==> src/hw/rtl/apc_pkg.sv <==
// apc_pkg: shared types and constants of the animation phase controller
// no dependencies; imported by every module of the block
`default_nettype none
package apc_pkg;

  localparam int PHASE_W = 24;
  localparam int WEIGHT_W = 25;
  localparam int MODE_W = 3;
  localparam int DIVD_W = 50;
  localparam int DIVS_W = 25;

  localparam logic [24:0] ONE_Q24 = 25'd16777216;
  localparam logic [23:0] NEAR_ONE = 24'd16777199;
  localparam logic [47:0] DELTA_MAX = 48'hFFFF_FFFF_FFFF;

  // mode codes
  localparam logic [2:0] MODE_IDLE = 3'd0;
  localparam logic [2:0] MODE_ONCE = 3'd1;
  localparam logic [2:0] MODE_LOOP = 3'd2;
  localparam logic [2:0] MODE_SUB = 3'd3;
  localparam logic [2:0] MODE_STOPPED = 3'd4;

  // register indexes
  localparam logic [2:0] REG_PLAY_DUR = 3'd0;
  localparam logic [2:0] REG_BLEND_DUR = 3'd1;
  localparam logic [2:0] REG_RANGE_START = 3'd2;
  localparam logic [2:0] REG_RANGE_END = 3'd3;
  localparam logic [2:0] REG_PLAY_FWD = 3'd4;
  localparam logic [2:0] REG_SMOOTH = 3'd5;
  localparam logic [2:0] REG_START_PHASE = 3'd6;
  localparam logic [2:0] REG_USE_DEFAULT = 3'd7;

  // divider operand select
  typedef enum logic [1:0] {
    DSEL_BLEND,
    DSEL_PLAY,
    DSEL_MOD
  } div_sel_t;

  typedef enum logic [3:0] {
    ST_IDLE,
    ST_DECIDE,
    ST_BLEND_GO,
    ST_BLEND_WAIT,
    ST_PLAY_GO,
    ST_PLAY_WAIT,
    ST_CHECK,
    ST_MOD_GO,
    ST_MOD_WAIT,
    ST_FINISH
  } state_t;

  typedef struct packed {
    logic [23:0] play_duration;
    logic [23:0] blend_duration;
    logic [23:0] range_start;
    logic [24:0] range_end;
    logic        play_forward;
    logic        smooth_blend;
    logic [23:0] start_phase;
    logic        use_default_start;
  } cfg_t;

  typedef struct packed {
    logic     capture;
    logic     do_start;
    logic     div_go;
    div_sel_t div_sel;
    logic     blend_apply;
    logic     adv_apply;
    logic     mod_apply;
    logic     finish;
  } cmd_t;

  typedef struct packed {
    logic is_start;
    logic active;
    logic stopped;
    logic need_mod;
    logic out_free;
  } stat_t;

endpackage
`default_nettype wire

==> src/hw/rtl/animation_phase_controller_unit.sv <==
// animation_phase_controller_unit: top level of the animation phase controller
// depends on apc_pkg, apc_cfg, apc_div, apc_ctrl and apc_dp
//
//  channel   direction  handshake              payload
//  in_       slave      in_tvalid/in_tready    in_tuser kind, in_tdata item fields
//  out_      master     out_tvalid/out_tready  out_tdata result fields
//  cfg_      apb slave  psel/penable/pready    8 registers at byte address 4*i
//
// start items and idle ticks skip the divider; stopped ticks divide for blend;
// active ticks divide for blend and play; a subrange wrap adds a modulo one
// each division runs on the shared one-bit-a-step divider
// reset is synchronous and active low; state returns to idle, phase 0, weight 1.0
// a result waits in the output register while the next item is taken in
`default_nettype none
module animation_phase_controller_unit
  import apc_pkg::*;
(
  input  wire logic        clk,
  input  wire logic        rst_n,
  input  wire logic        in_tvalid,
  output logic             in_tready,
  // [0] kind
  input  wire logic [0:0]  in_tuser,
  // [23:0] elapsed, [26:24] new_mode, [27] had_previous, [51:28] marker
  input  wire logic [55:0] in_tdata,
  output logic             out_tvalid,
  input  wire logic        out_tready,
  // [23:0] phase_out, [48:24] blend_weight, [51:49] mode_out, [52] marker_crossed
  output logic [55:0]      out_tdata,
  input  wire logic        cfg_psel,
  input  wire logic        cfg_penable,
  input  wire logic        cfg_pwrite,
  input  wire logic [4:0]  cfg_paddr,
  input  wire logic [31:0] cfg_pwdata,
  output logic [31:0]      cfg_prdata,
  output logic             cfg_pready
);

  cfg_t  cfg;
  cmd_t  cmd;
  stat_t stat;
  logic [DIVD_W-1:0] div_dividend, div_quo;
  logic [DIVS_W-1:0] div_divisor, div_rem;
  logic div_done;
  logic [52:0] out_data;

  assign cfg_pready = 1'b1;
  assign out_tdata = {3'd0, out_data};

  apc_cfg u_cfg (
    .clk(clk), .rst_n(rst_n),
    .cfg_psel(cfg_psel), .cfg_penable(cfg_penable), .cfg_pwrite(cfg_pwrite),
    .cfg_paddr(cfg_paddr), .cfg_pwdata(cfg_pwdata), .cfg_prdata(cfg_prdata),
    .cfg(cfg)
  );

  apc_div u_div (
    .clk(clk), .rst_n(rst_n), .start(cmd.div_go),
    .dividend(div_dividend), .divisor(div_divisor),
    .done(div_done), .quo(div_quo), .rem(div_rem)
  );

  apc_ctrl u_ctrl (
    .clk(clk), .rst_n(rst_n), .in_tvalid(in_tvalid), .in_tready(in_tready),
    .div_done(div_done), .stat(stat), .cmd(cmd)
  );

  apc_dp u_dp (
    .clk(clk), .rst_n(rst_n), .cfg(cfg), .cmd(cmd), .stat(stat),
    .in_kind(in_tuser[0]), .in_data(in_tdata[51:0]),
    .div_dividend(div_dividend), .div_divisor(div_divisor),
    .div_quo(div_quo), .div_rem(div_rem),
    .out_valid(out_tvalid), .out_ready(out_tready), .out_data(out_data)
  );

endmodule
`default_nettype wire

==> src/hw/rtl/apc_cfg.sv <==
// apc_cfg: configuration register file behind the apb-style port
// depends on apc_pkg for the register indexes and the cfg_t struct
`default_nettype none
module apc_cfg
  import apc_pkg::*;
(
  input  wire logic        clk,
  input  wire logic        rst_n,
  input  wire logic        cfg_psel,
  input  wire logic        cfg_penable,
  input  wire logic        cfg_pwrite,
  input  wire logic [4:0]  cfg_paddr,
  input  wire logic [31:0] cfg_pwdata,
  output logic [31:0]      cfg_prdata,
  output cfg_t             cfg
);

  cfg_t cfg_r;
  logic wr_en;
  logic [2:0] idx;

  assign idx = cfg_paddr[4:2];
  assign wr_en = cfg_psel && cfg_penable && cfg_pwrite;
  assign cfg = cfg_r;

  // register writes
  always_ff @(posedge clk) begin
    if (!rst_n) begin
      cfg_r.play_duration <= 24'd131072;
      cfg_r.blend_duration <= 24'd13107;
      cfg_r.range_start <= 24'd0;
      cfg_r.range_end <= ONE_Q24;
      cfg_r.play_forward <= 1'b1;
      cfg_r.smooth_blend <= 1'b1;
      cfg_r.start_phase <= 24'd0;
      cfg_r.use_default_start <= 1'b1;
    end else if (wr_en) begin
      case (idx)
        REG_PLAY_DUR: cfg_r.play_duration <= cfg_pwdata[23:0];
        REG_BLEND_DUR: cfg_r.blend_duration <= cfg_pwdata[23:0];
        REG_RANGE_START: cfg_r.range_start <= cfg_pwdata[23:0];
        REG_RANGE_END: cfg_r.range_end <= cfg_pwdata[24:0];
        REG_PLAY_FWD: cfg_r.play_forward <= cfg_pwdata[0];
        REG_SMOOTH: cfg_r.smooth_blend <= cfg_pwdata[0];
        REG_START_PHASE: cfg_r.start_phase <= cfg_pwdata[23:0];
        REG_USE_DEFAULT: cfg_r.use_default_start <= cfg_pwdata[0];
        default: ;
      endcase
    end
  end

  // read mux
  always_comb begin
    case (idx)
      REG_PLAY_DUR: cfg_prdata = {8'd0, cfg_r.play_duration};
      REG_BLEND_DUR: cfg_prdata = {8'd0, cfg_r.blend_duration};
      REG_RANGE_START: cfg_prdata = {8'd0, cfg_r.range_start};
      REG_RANGE_END: cfg_prdata = {7'd0, cfg_r.range_end};
      REG_PLAY_FWD: cfg_prdata = {31'd0, cfg_r.play_forward};
      REG_SMOOTH: cfg_prdata = {31'd0, cfg_r.smooth_blend};
      REG_START_PHASE: cfg_prdata = {8'd0, cfg_r.start_phase};
      REG_USE_DEFAULT: cfg_prdata = {31'd0, cfg_r.use_default_start};
      default: cfg_prdata = 32'd0;
    endcase
  end

endmodule
`default_nettype wire

==> src/hw/rtl/apc_div.sv <==
// apc_div: restoring divider, one quotient bit per cycle
// depends on apc_pkg for operand widths
`default_nettype none
module apc_div
  import apc_pkg::*;
(
  input  wire logic              clk,
  input  wire logic              rst_n,
  input  wire logic              start,
  input  wire logic [DIVD_W-1:0] dividend,
  input  wire logic [DIVS_W-1:0] divisor,
  output logic                   done,
  output logic [DIVD_W-1:0]      quo,
  output logic [DIVS_W-1:0]      rem
);

  localparam logic [5:0] LAST = 6'(DIVD_W - 1);

  logic busy_r, busy_nxt;
  logic done_r, done_nxt;
  logic [5:0] cnt_r, cnt_nxt;
  logic [DIVS_W-1:0] acc_r, acc_nxt;
  logic [DIVD_W-1:0] q_r, q_nxt;
  logic [DIVS_W-1:0] div_r, div_nxt;
  logic [DIVS_W:0] trial;
  logic ge;

  assign trial = {acc_r, q_r[DIVD_W-1]};
  assign ge = trial >= {1'b0, div_r};

  // one shift-subtract step per cycle
  always_comb begin
    busy_nxt = busy_r;
    done_nxt = 1'b0;
    cnt_nxt = cnt_r;
    acc_nxt = acc_r;
    q_nxt = q_r;
    div_nxt = div_r;
    if (start) begin
      busy_nxt = 1'b1;
      cnt_nxt = 6'd0;
      acc_nxt = '0;
      q_nxt = dividend;
      div_nxt = divisor;
    end else if (busy_r) begin
      acc_nxt = ge ? DIVS_W'(trial - {1'b0, div_r}) : trial[DIVS_W-1:0];
      q_nxt = {q_r[DIVD_W-2:0], ge};
      cnt_nxt = cnt_r + 6'd1;
      if (cnt_r == LAST) begin
        busy_nxt = 1'b0;
        done_nxt = 1'b1;
      end
    end
  end

  always_ff @(posedge clk) begin
    if (!rst_n) begin
      busy_r <= 1'b0;
      done_r <= 1'b0;
      cnt_r <= 6'd0;
    end else begin
      busy_r <= busy_nxt;
      done_r <= done_nxt;
      cnt_r <= cnt_nxt;
    end
  end

  always_ff @(posedge clk) begin
    acc_r <= acc_nxt;
    q_r <= q_nxt;
    div_r <= div_nxt;
  end

  assign done = done_r;
  assign quo = q_r;
  assign rem = acc_r;

endmodule
`default_nettype wire

==> src/hw/rtl/apc_ctrl.sv <==
// apc_ctrl: sequencer that steps an item through blend, advance and wrap
// depends on apc_pkg for state_t, cmd_t and stat_t
`default_nettype none
module apc_ctrl
  import apc_pkg::*;
(
  input  wire logic clk,
  input  wire logic rst_n,
  input  wire logic in_tvalid,
  output logic      in_tready,
  input  wire logic div_done,
  input  stat_t     stat,
  output cmd_t      cmd
);

  state_t state_r, state_nxt;

  always_ff @(posedge clk) begin
    if (!rst_n) state_r <= ST_IDLE;
    else state_r <= state_nxt;
  end

  // next state and commands
  always_comb begin
    state_nxt = state_r;
    cmd = '0;
    cmd.div_sel = DSEL_BLEND;
    in_tready = 1'b0;
    case (state_r)
      ST_IDLE: begin
        in_tready = 1'b1;
        if (in_tvalid) begin
          cmd.capture = 1'b1;
          state_nxt = ST_DECIDE;
        end
      end
      ST_DECIDE: begin
        if (stat.is_start) begin
          cmd.do_start = 1'b1;
          state_nxt = ST_FINISH;
        end else if (stat.active || stat.stopped) begin
          state_nxt = ST_BLEND_GO;
        end else begin
          state_nxt = ST_FINISH;
        end
      end
      ST_BLEND_GO: begin
        cmd.div_go = 1'b1;
        cmd.div_sel = DSEL_BLEND;
        state_nxt = ST_BLEND_WAIT;
      end
      ST_BLEND_WAIT: begin
        if (div_done) begin
          cmd.blend_apply = 1'b1;
          state_nxt = stat.stopped ? ST_FINISH : ST_PLAY_GO;
        end
      end
      ST_PLAY_GO: begin
        cmd.div_go = 1'b1;
        cmd.div_sel = DSEL_PLAY;
        state_nxt = ST_PLAY_WAIT;
      end
      ST_PLAY_WAIT: begin
        // keep the play select so the zero-duration check sees play_duration
        cmd.div_sel = DSEL_PLAY;
        if (div_done) begin
          cmd.adv_apply = 1'b1;
          state_nxt = ST_CHECK;
        end
      end
      ST_CHECK: begin
        state_nxt = stat.need_mod ? ST_MOD_GO : ST_FINISH;
      end
      ST_MOD_GO: begin
        cmd.div_go = 1'b1;
        cmd.div_sel = DSEL_MOD;
        state_nxt = ST_MOD_WAIT;
      end
      ST_MOD_WAIT: begin
        cmd.div_sel = DSEL_MOD;
        if (div_done) begin
          cmd.mod_apply = 1'b1;
          state_nxt = ST_FINISH;
        end
      end
      ST_FINISH: begin
        if (stat.out_free) begin
          cmd.finish = 1'b1;
          state_nxt = ST_IDLE;
        end
      end
      default: state_nxt = ST_IDLE;
    endcase
  end

endmodule
`default_nettype wire

==> src/hw/rtl/apc_dp.sv <==
// apc_dp: playback state, phase advance, wrap, blend ramp, marker test, output register
// depends on apc_pkg; divider operands leave and results return through ports
`default_nettype none
module apc_dp
  import apc_pkg::*;
(
  input  wire logic              clk,
  input  wire logic              rst_n,
  input  cfg_t                   cfg,
  input  cmd_t                   cmd,
  output stat_t                  stat,
  input  wire logic              in_kind,
  input  wire logic [51:0]       in_data,
  output logic [DIVD_W-1:0]      div_dividend,
  output logic [DIVS_W-1:0]      div_divisor,
  input  wire logic [DIVD_W-1:0] div_quo,
  input  wire logic [DIVS_W-1:0] div_rem,
  output logic                   out_valid,
  input  wire logic              out_ready,
  output logic [52:0]            out_data
);

  // captured item
  logic        kind_r;
  logic [23:0] elapsed_r;
  logic [2:0]  nmode_r;
  logic        had_prev_r;
  logic [23:0] marker_r;

  // playback state
  logic [23:0] phase_r;
  logic [23:0] prev_r;
  logic [24:0] weight_r;
  logic [2:0]  mode_r;
  logic        need_mod_r;
  logic [49:0] mod_num_r;

  logic        out_valid_r;
  logic [52:0] out_data_r;

  logic [24:0] end_w;
  logic [47:0] ratio;
  logic [48:0] wsum;
  logic signed [50:0] t_w;
  logic signed [50:0] end_s;
  logic [23:0] once_cap;
  logic        hit;

  assign end_w = (cfg.range_end > ONE_Q24) ? ONE_Q24 : cfg.range_end;
  assign end_s = signed'({26'd0, end_w});

  // divider operands
  always_comb begin
    case (cmd.div_sel)
      DSEL_BLEND: begin
        div_dividend = {2'd0, elapsed_r, 24'd0};
        div_divisor = {1'b0, cfg.blend_duration};
      end
      DSEL_PLAY: begin
        div_dividend = {2'd0, elapsed_r, 24'd0};
        div_divisor = {1'b0, cfg.play_duration};
      end
      DSEL_MOD: begin
        div_dividend = mod_num_r;
        div_divisor = 25'(end_w - {1'b0, cfg.range_start});
      end
      default: begin
        div_dividend = '0;
        div_divisor = '0;
      end
    endcase
  end

  // saturated step from the divider
  always_comb begin
    if (cmd.div_sel == DSEL_BLEND)
      ratio = (cfg.blend_duration == 24'd0) ? DELTA_MAX : div_quo[47:0];
    else
      ratio = (cfg.play_duration == 24'd0) ? DELTA_MAX : div_quo[47:0];
  end

  assign wsum = {24'd0, weight_r} + {1'b0, ratio};
  assign t_w = cfg.play_forward ? signed'({27'd0, phase_r} + {3'd0, ratio})
                                : signed'({27'd0, phase_r} - {3'd0, ratio});
  assign once_cap = (end_w[23:0] > NEAR_ONE || end_w[24]) ? NEAR_ONE : end_w[23:0];

  // marker crossing
  always_comb begin
    if (phase_r == prev_r) hit = 1'b0;
    else if (cfg.play_forward) begin
      if (prev_r < phase_r) hit = (prev_r <= marker_r) && (marker_r < phase_r);
      else hit = (prev_r <= marker_r) || (marker_r < phase_r);
    end else begin
      if (phase_r < prev_r) hit = (marker_r <= prev_r) && (phase_r < marker_r);
      else hit = (marker_r <= prev_r) || (phase_r < marker_r);
    end
  end

  // input capture
  always_ff @(posedge clk) begin
    if (cmd.capture) begin
      kind_r <= in_kind;
      elapsed_r <= in_data[23:0];
      nmode_r <= in_data[26:24];
      had_prev_r <= in_data[27];
      marker_r <= in_data[51:28];
    end
  end

  // state updates
  always_ff @(posedge clk) begin
    if (!rst_n) begin
      phase_r <= 24'd0;
      prev_r <= 24'd0;
      weight_r <= ONE_Q24;
      mode_r <= MODE_IDLE;
      need_mod_r <= 1'b0;
    end else begin
      if (cmd.do_start) begin
        mode_r <= (nmode_r > MODE_STOPPED) ? MODE_IDLE : nmode_r;
        weight_r <= (cfg.smooth_blend && had_prev_r) ? 25'd0 : ONE_Q24;
        if (cfg.use_default_start) begin
          phase_r <= cfg.play_forward ? 24'd0 : NEAR_ONE;
          prev_r <= cfg.play_forward ? 24'd0 : NEAR_ONE;
        end else begin
          phase_r <= cfg.start_phase;
          prev_r <= cfg.start_phase;
        end
      end
      if (cmd.blend_apply && cfg.smooth_blend && weight_r < ONE_Q24)
        weight_r <= (wsum > {24'd0, ONE_Q24}) ? ONE_Q24 : wsum[24:0];
      if (cmd.adv_apply) begin
        prev_r <= phase_r;
        need_mod_r <= 1'b0;
        case (mode_r)
          MODE_LOOP: phase_r <= t_w[23:0];
          MODE_SUB: begin
            if (t_w >= end_s) begin
              if (end_w <= {1'b0, cfg.range_start}) phase_r <= cfg.range_start;
              else need_mod_r <= 1'b1;
            end else if (t_w < 0) begin
              phase_r <= 24'd0;
            end else begin
              phase_r <= t_w[23:0];
            end
          end
          default: begin
            if (t_w < 0) begin
              phase_r <= 24'd0;
              mode_r <= MODE_STOPPED;
            end else if (t_w > end_s || t_w > signed'({27'd0, NEAR_ONE})) begin
              phase_r <= (t_w > end_s) ? once_cap
                                       : NEAR_ONE;
              mode_r <= MODE_STOPPED;
            end else begin
              phase_r <= t_w[23:0];
            end
          end
        endcase
      end
      if (cmd.mod_apply) begin
        phase_r <= 24'(cfg.range_start + div_rem[23:0]);
        need_mod_r <= 1'b0;
      end
    end
  end

  // subrange offset for the wrap
  always_ff @(posedge clk) begin
    if (cmd.adv_apply) mod_num_r <= 50'(t_w - signed'({27'd0, cfg.range_start}));
  end

  // output register
  always_ff @(posedge clk) begin
    if (!rst_n) out_valid_r <= 1'b0;
    else if (cmd.finish) out_valid_r <= 1'b1;
    else if (out_ready) out_valid_r <= 1'b0;
  end

  always_ff @(posedge clk) begin
    if (cmd.finish) out_data_r <= {hit, mode_r, weight_r, phase_r};
  end

  assign out_valid = out_valid_r;
  assign out_data = out_data_r;

  assign stat.is_start = kind_r;
  assign stat.active = (mode_r == MODE_ONCE) || (mode_r == MODE_LOOP) || (mode_r == MODE_SUB);
  assign stat.stopped = (mode_r == MODE_STOPPED);
  assign stat.need_mod = need_mod_r;
  assign stat.out_free = !out_valid_r || out_ready;

endmodule
`default_nettype wire
==> config.mk <==
export PLATFORM = sky130hd
export DESIGN_NAME = animation_phase_controller_unit
export DESIGN_NICKNAME = d
export VERILOG_FILES = /design/src/hw/rtl/apc_pkg.sv /design/src/hw/rtl/animation_phase_controller_unit.sv /design/src/hw/rtl/apc_cfg.sv /design/src/hw/rtl/apc_div.sv /design/src/hw/rtl/apc_ctrl.sv /design/src/hw/rtl/apc_dp.sv
export SDC_FILE = /design/constraint.sdc
export NUM_CORES = 2
export LEC_CHECK = 0
export ABC_AREA = 1
export BUFFER_PORTS_ARGS = -buffer_cell sky130_fd_sc_hd__buf_2
export CAP_MARGIN = 25
export CORE_UTILIZATION = 45
export DETAILED_ROUTE_END_ITERATION = 10
export SYNTH_ARGS = -nofsm -noshare
export SYNTH_HDL_FRONTEND = slang
export SYNTH_SLANG_ARGS = --single-unit
==> constraint.sdc <==
create_clock -name clk -period 15.15 [get_ports clk]
set_input_delay 3.03 -clock clk [delete_from_list [all_inputs] [get_ports clk]]
set_output_delay 3.03 -clock clk [all_outputs]
set_load 0.02 [all_outputs]
* Word level (Yosys, flattened, before mapping) *
Index checks and enable logic that the tools add are counted.

word-level totals
  register bits after elaboration = 470
  output and inout port bits = 91

operators by class
  equal/unequal tests = 29
  mux-type cells = 71
  add/subtract/negate cells = 8
  bitwise logic cells = 2
  order comparisons = 17
  reductions and logical operators = 42

operator list
  operator                count
  $mux W24                14
  $pmux W32 S8            1
  $mux W25                6
  $mux W48                3
  $mux W50                2
  $pmux W50 S2            1
  $lt A24 B24 Y1          4
  $pmux W25 S3            1
  $ge A51 B26 Y1          1
  $gt A51 B25 Y1 const B  1
  $gt A51 B26 Y1          1
  $lt A51 B1 Y1 const B   1
  $mux W51                1
  $sub A50 B25 Y50        1
  $add A24 B48 Y49        1
  $add A25 B48 Y49        1
  $gt A49 B25 Y1 const B  1
  $sub A24 B48 Y49        1
  $le A24 B24 Y1          2
  $logic_not A24 Y1       2
  $pmux W24 S2            1
  $pmux W4 S10            1
  $mux W4                 9
  $ge A26 B25 Y1          1
  other kinds (36)        111

* Logic depth before layout (Yosys ltp) *
  depth in word-level cells = 14
  gate-level depth with buffers = 44

* Modules after synthesis *
From an unflattened synthesis, not the netlist that was laid out.

second synthesis, totals
  cell total of the unflattened synthesis = 5544
  area, all modules = 37397.1 um^2

modules (own cells, without submodules)
  module                           cells an instance  sequential area each (um^2)  area each (um^2)  instances
  apc_dp                           3785               6246.0                       25017.7           1
  apc_div                          862                2912.8                       6376.1            1
  apc_cfg                          811                2482.4                       5551.6            1
  apc_ctrl                         80                 80.1                         414.1             1
  animation_phase_controller_unit  6                  0.0                          37.5              1

* Worst setup path after synthesis *
OpenSTA, ideal clock, no wires.

  path type = input-to-output
  start = input port cfg_paddr[4]
  end = output port cfg_prdata[17]
  path slack = 7.329 ns
  arrival = 4.791 ns
  required time = 12.120 ns
  cell stages on the path = 7
  path through = clkbuf_1 > nor3_1 > clkinv_1 > clkbuf_1 > o22ai_1 > a21oi_1 > o211ai_1

on the way
  word-level cells in the longest chain between the ends = 2
  elaborated cells between the ends (all ways) = 9
  those cells by class = eq/ne: 7; mux: 1; reduce/logical: 1

RTL lines
  item                                        RTL line                               RTL
  from (decl)                                 animation_phase_controller_unit.sv:33  input wire logic [4:0] cfg_paddr,
  $eq A3 B3 Y1, or another cell as far along  apc_cfg.sv:54                          case (idx)
  $pmux W32 S8 *                              apc_cfg.sv:54
  to (decl)                                   animation_phase_controller_unit.sv:35  output logic [31:0] cfg_prdata,

Mark *: on every way between the ends. The rest lies on a longest branch, timed or not. The select of a mux whose other input is x is not followed.

* Worst setup path after layout *
  start = register u_ctrl.state_r[3]
  end = register u_dp.phase_r[13]

on the way
  word-level cells in the longest chain between the ends = 14
  elaborated cells between the ends (all ways) = 31
  those cells by class = add/sub: 2; order compare: 4; eq/ne: 5; mux: 16; reduce/logical: 4

RTL lines
  item                                                         RTL line                      RTL
  from (decl)                                                  apc_ctrl.sv:16                state_t state_r, state_nxt;
  from (signal assigned)                                       apc_ctrl.sv:20                else state_r <= state_nxt;
  $eq A4 B3 Y1 / $eq A4 B4 Y1 (equally long branches)          apc_ctrl.sv:29                case (state_r)
  $reduce_or A2 Y1 (no source line)                            n/a
  $pmux W2 S2                                                  apc_ctrl.sv:29
  $logic_not A2 Y1                                             apc_dp.sv:76                  if (cmd.div_sel == DSEL_BLEND)
  $mux W48                                                     apc_dp.sv:76
  $sub A24 B48 Y49 / $add A24 B48 Y49 (equally long branches)  apc_dp.sv:84, apc_dp.sv:83
  $mux W51                                                     apc_dp.sv:83                  assign t_w = cfg.play_forward ? signed'({27'd0, phase_r} + {3'd0, ratio})
  $gt A51 B26 Y1 / $gt A51 B25 Y1 (equally long branches)      apc_dp.sv:151, apc_dp.sv:152
  $mux W24 / $logic_or A1 B1 Y1 (equally long branches)        apc_dp.sv:152, apc_dp.sv:151
  $mux W24                                                     apc_dp.sv:151                 end else if (t_w > end_s || t_w > signed'({27'd0, NEAR_ONE})) begin
  $mux W24                                                     apc_dp.sv:148                 if (t_w < 0) begin
  $pmux W24 S2                                                 apc_dp.sv:135                 case (mode_r)
  $mux W24                                                     apc_dp.sv:132                 if (cmd.adv_apply) begin
  $mux W24 *                                                   apc_dp.sv:161                 if (cmd.mod_apply) begin
  to (signal assigned)                                         apc_dp.sv:136                 MODE_LOOP: phase_r <= t_w[23:0];
  to (signal assigned)                                         apc_dp.sv:139                 if (end_w <= {1'b0, cfg.range_start}) phase_r <= cfg.range_start;
  to (signal assigned)                                         apc_dp.sv:162                 phase_r <= 24'(cfg.range_start + div_rem[23:0]);
  to (decl)                                                    apc_dp.sv:31                  logic [23:0] phase_r;

Mark *: on every way between the ends. The rest lies on a longest branch, timed or not.
A chain may end at the register's enable or synchronous reset.

==> impl_metrics.ini <==
[outcome]
status = finished clean

[clock_tree]
ctsHoldBuffers = 0
cts-buffers-inserted = 55
cts_tree = done
root_buffer = clkbuf_16
ctsHtreeMaxLevel = 2
clock_latency_ns = 0.66
cts.repair.resized = 0
clkSlewWorstSetupHoldPaths_ns = 0.06
postCtsSetupBuffers = 0
cts_sinks = 470
cts_buffer_depth = 3

[global_routing]
grtUsageTotal = 0.332
grt_start_max_net_pins = 124
grt_pass1_vias = 31400
antenna_found_initial = 3
overflow = 0
grt_pass1_wl_mm = 197

[timing]
period_minus_slack_ns = 9.11
hold_slack_ns = 0.480
timing_hold_violations_final = 0
max-slew-margin-rel = 0.239
tns_ns = 0
fmax_ghz = 0.110
grt_setup_unrepaired = no
finalSetupViolations = 0
tightest_slew_ns = 1.14
fin_skew_ns = 0.0606
slew_viol_final = 0
fin_crit_sh = 0.601

[critical_path]
start_kind = flip-flop
slowest_delay_ns = 0.67
crit_family = simple AND/OR/NAND/NOR gates
worstSetupEndpointType = flip-flop
required_ns = 15.66
worstSetupPathType = flip-flop to flip-flop
slowest_stage = inv_4
crit_top_cell = nand3_1
path_max_fanout = 42
critPathBufInv = 5
worstPathArrival_ns = 9.62

[yosys]
synth_cell_types = 64
ys_seq_area_frac = 0.335
synth.mux.area_fraction = 0.000322
synth_top_family_by_area = simple AND/OR/NAND/NOR gates
syn_area_per_cell_um2 = 7.03
syn-instance-count = 4980
ys_ff_latch = 470
netlist_area_mm2 = 0.0350
async_reset_ff_frac = 0
ys_warn_count = 0
yosys.area_share.simple = 0.281
synth_fa_ha_area_frac = 0.101
synth_compound_area_frac = 0.164
synth_ff_type = dfxtp_1
synthXorXnorAreaFrac = 0.0305
synth_edf_count = 231

[detailed_routing]
finalWirelength_mm = 133
vias_per_cell = 5.68
detail_route.wl_per_cell_um = 21.7
drt_first_pass_iters = 6
drt_iter0_drc = 4166
postRouteAntennaNets = 0
vias = 34900
route.detailed.drc = 0

[floorplanning]
die-area_mm2 = 0.0789
ios = 192
die_x_um = 281
start_util = 0.458
core-area_mm2 = 0.0765
die_h_um = 281
std_cell_rows = 101

[run]
drv_cap = 0

[power_and_ir_drop]
power.density_mw_per_mm2 = 112
p_leak_nw = 17.5
ir_drop_mv = 0.0902

[finish]
syn_to_final_growth_pct = 10.1
n_antenna_cell = 0
layout-drive-gt1-share = 0.0852
fin_nets = 5446

[place]
io_buffers = 167
post-dp-hpwl_mm = 104
gp_congestion = 0.982

[min_path]
hold_class = flip-flop to flip-flop
[cell families (layout without fill, tap and decap cells)]
group,count (synthesis),after routing
and+or+nand+nor,2298,2298
AOI/OAI and AO/OA,1029,1029
buffers and inverters,781,907
DFF,470,470
adders and majority gates,277,277
xor gates and xnor gates,122,122
other,2,11
muxes,1,1
[routing by layer]
layer	GRT usage	routed length, µm	vias to the layer above
met5	0	29	-
met4	0.120	5010	4
met3	0.0599	12100	217
met2	0.493	55700	1514
met1	0.478	60600	16300
li1	-	-	16900
[synthesized netlist by cell type (10+ instances only)]
cell | number | area, µm²
nand3_1 | 409 | 2050
clkinv_1 | 12 | 45.0
a221oi_1 | 28 | 245
or2_2 | 19 | 119
o21bai_1 | 15 | 113
o21ai_0 | 362 | 1810
a21oi_2 | 10 | 87.6
o22ai_1 | 30 | 188
a21o_1 | 11 | 82.6
a22oi_1 | 22 | 165
buf_1 | 17 | 63.8
nand2_2 | 23 | 144
edfxtp_1 | 231 | 6940
xnor2_1 | 42 | 368
a31oi_1 | 58 | 363
o21a_1 | 13 | 97.6
nand3_2 | 10 | 100
dfxtp_1 | 239 | 4780
o211ai_1 | 37 | 278
nor3_1 | 36 | 180
xor2_1 | 80 | 701
nor2_1 | 517 | 1940
nand3b_1 | 10 | 75.1
a21oi_1 | 408 | 2040
ha_1 | 270 | 3380
buf_4 | 14 | 105
nand4_1 | 55 | 344
nor4_1 | 22 | 138
nor2_2 | 40 | 250
nand2_1 | 1131 | 4250
inv_1 | 567 | 2130
clkbuf_1 | 142 | 533
inv_2 | 12 | 45.0
[tightest hold or removal path, stage by stage (launching register included)]
cell,delay [ns]
dfxtp_1,0.31
nand2_1,0.06
a31oi_1,0.06
[sequential cells by signal, indices dropped and copies added, names as in the netlist, 3 cells and up]
| name | flops |
|---|---|
| u_cfg.cfg | 124 |
| u_ctrl.state_r | 4 |
| u_div.cnt_r | 6 |
| u_div.div_r | 25 |
| u_div.quo | 50 |
| u_div.rem | 25 |
| u_dp.elapsed_r | 24 |
| u_dp.marker_r | 24 |
| u_dp.mod_num_r | 50 |
| u_dp.mode_r | 3 |
| u_dp.nmode_r | 3 |
| u_dp.out_data | 53 |
| u_dp.phase_r | 24 |
| u_dp.prev_r | 24 |
| u_dp.weight_r | 25 |
[final cells by class]
cell class	count	area (µm²)
clock inverter	23	220
tap	1030	1290
timing repair buffer	211	1200
inverter	592	2220
sequential	470	11700
fill	7748	37900
multi-input combinational	3738	20300
clock buffer	81	1580
[path summary, 6_finish.rpt]
path                                  start                           to  slack [ns]  cells after the start
max          u_ctrl.state_r[3]$_SDFFE_PN0P_  u_dp.phase_r[13]$_SDFF_PN0_        6.04                     35
min             u_dp.prev_r[0]$_SDFFE_PN0P_  u_dp.prev_r[0]$_SDFFE_PN0P_        0.48                      2
max reg2reg  u_ctrl.state_r[3]$_SDFFE_PN0P_  u_dp.phase_r[13]$_SDFF_PN0_        6.04                     35
min reg2reg     u_dp.prev_r[0]$_SDFFE_PN0P_  u_dp.prev_r[0]$_SDFFE_PN0P_        0.48                      2
[layout by cell type, fill, tap and decap left out, types with 56 or more instances in the layout]
cell type,count
nand2_1,1128
ha_1,270
edfxtp_1,231
nand3_1,409
nor2_1,514
dfxtp_1,238
a21oi_1,408
inv_1,567
buf_2,166
clkbuf_16,56
xor2_1,80
o21ai_0,362
a31oi_1,58
[metrics by stage]
| stage | total power, W | instance area [µm²] | utilization | setup WS (ns) | instances |
|---|---|---|---|---|---|
| global placement | 0.00298 | 36700 | 0.480 | 6.24 | 6039 |
| CTS | 0.00431 | 38500 | 0.503 | 6.28 | 6144 |
| finish | 0.00431 | 38500 | 0.504 | 6.04 | 6145 |
| global route | 0.00453 | 38500 | 0.504 | 5.59 | 6145 |
| floorplan | 0.00256 | 35000 | - | 7.33 | 4989 |
| detailed placement | 0.00298 | 36700 | 0.480 | 6.34 | 6040 |
[power by group]
part / internal [W] / leakage (nW) / switching, W
clock network: 0.000758 / 0.881 / 0.000566
registers: 0.00148 / 4.05 / 0.0000858
logic: 0.000406 / 12.6 / 0.00102
total: 0.00265 / 17.5 / 0.00167
Power figures use the tool's default switching activity.
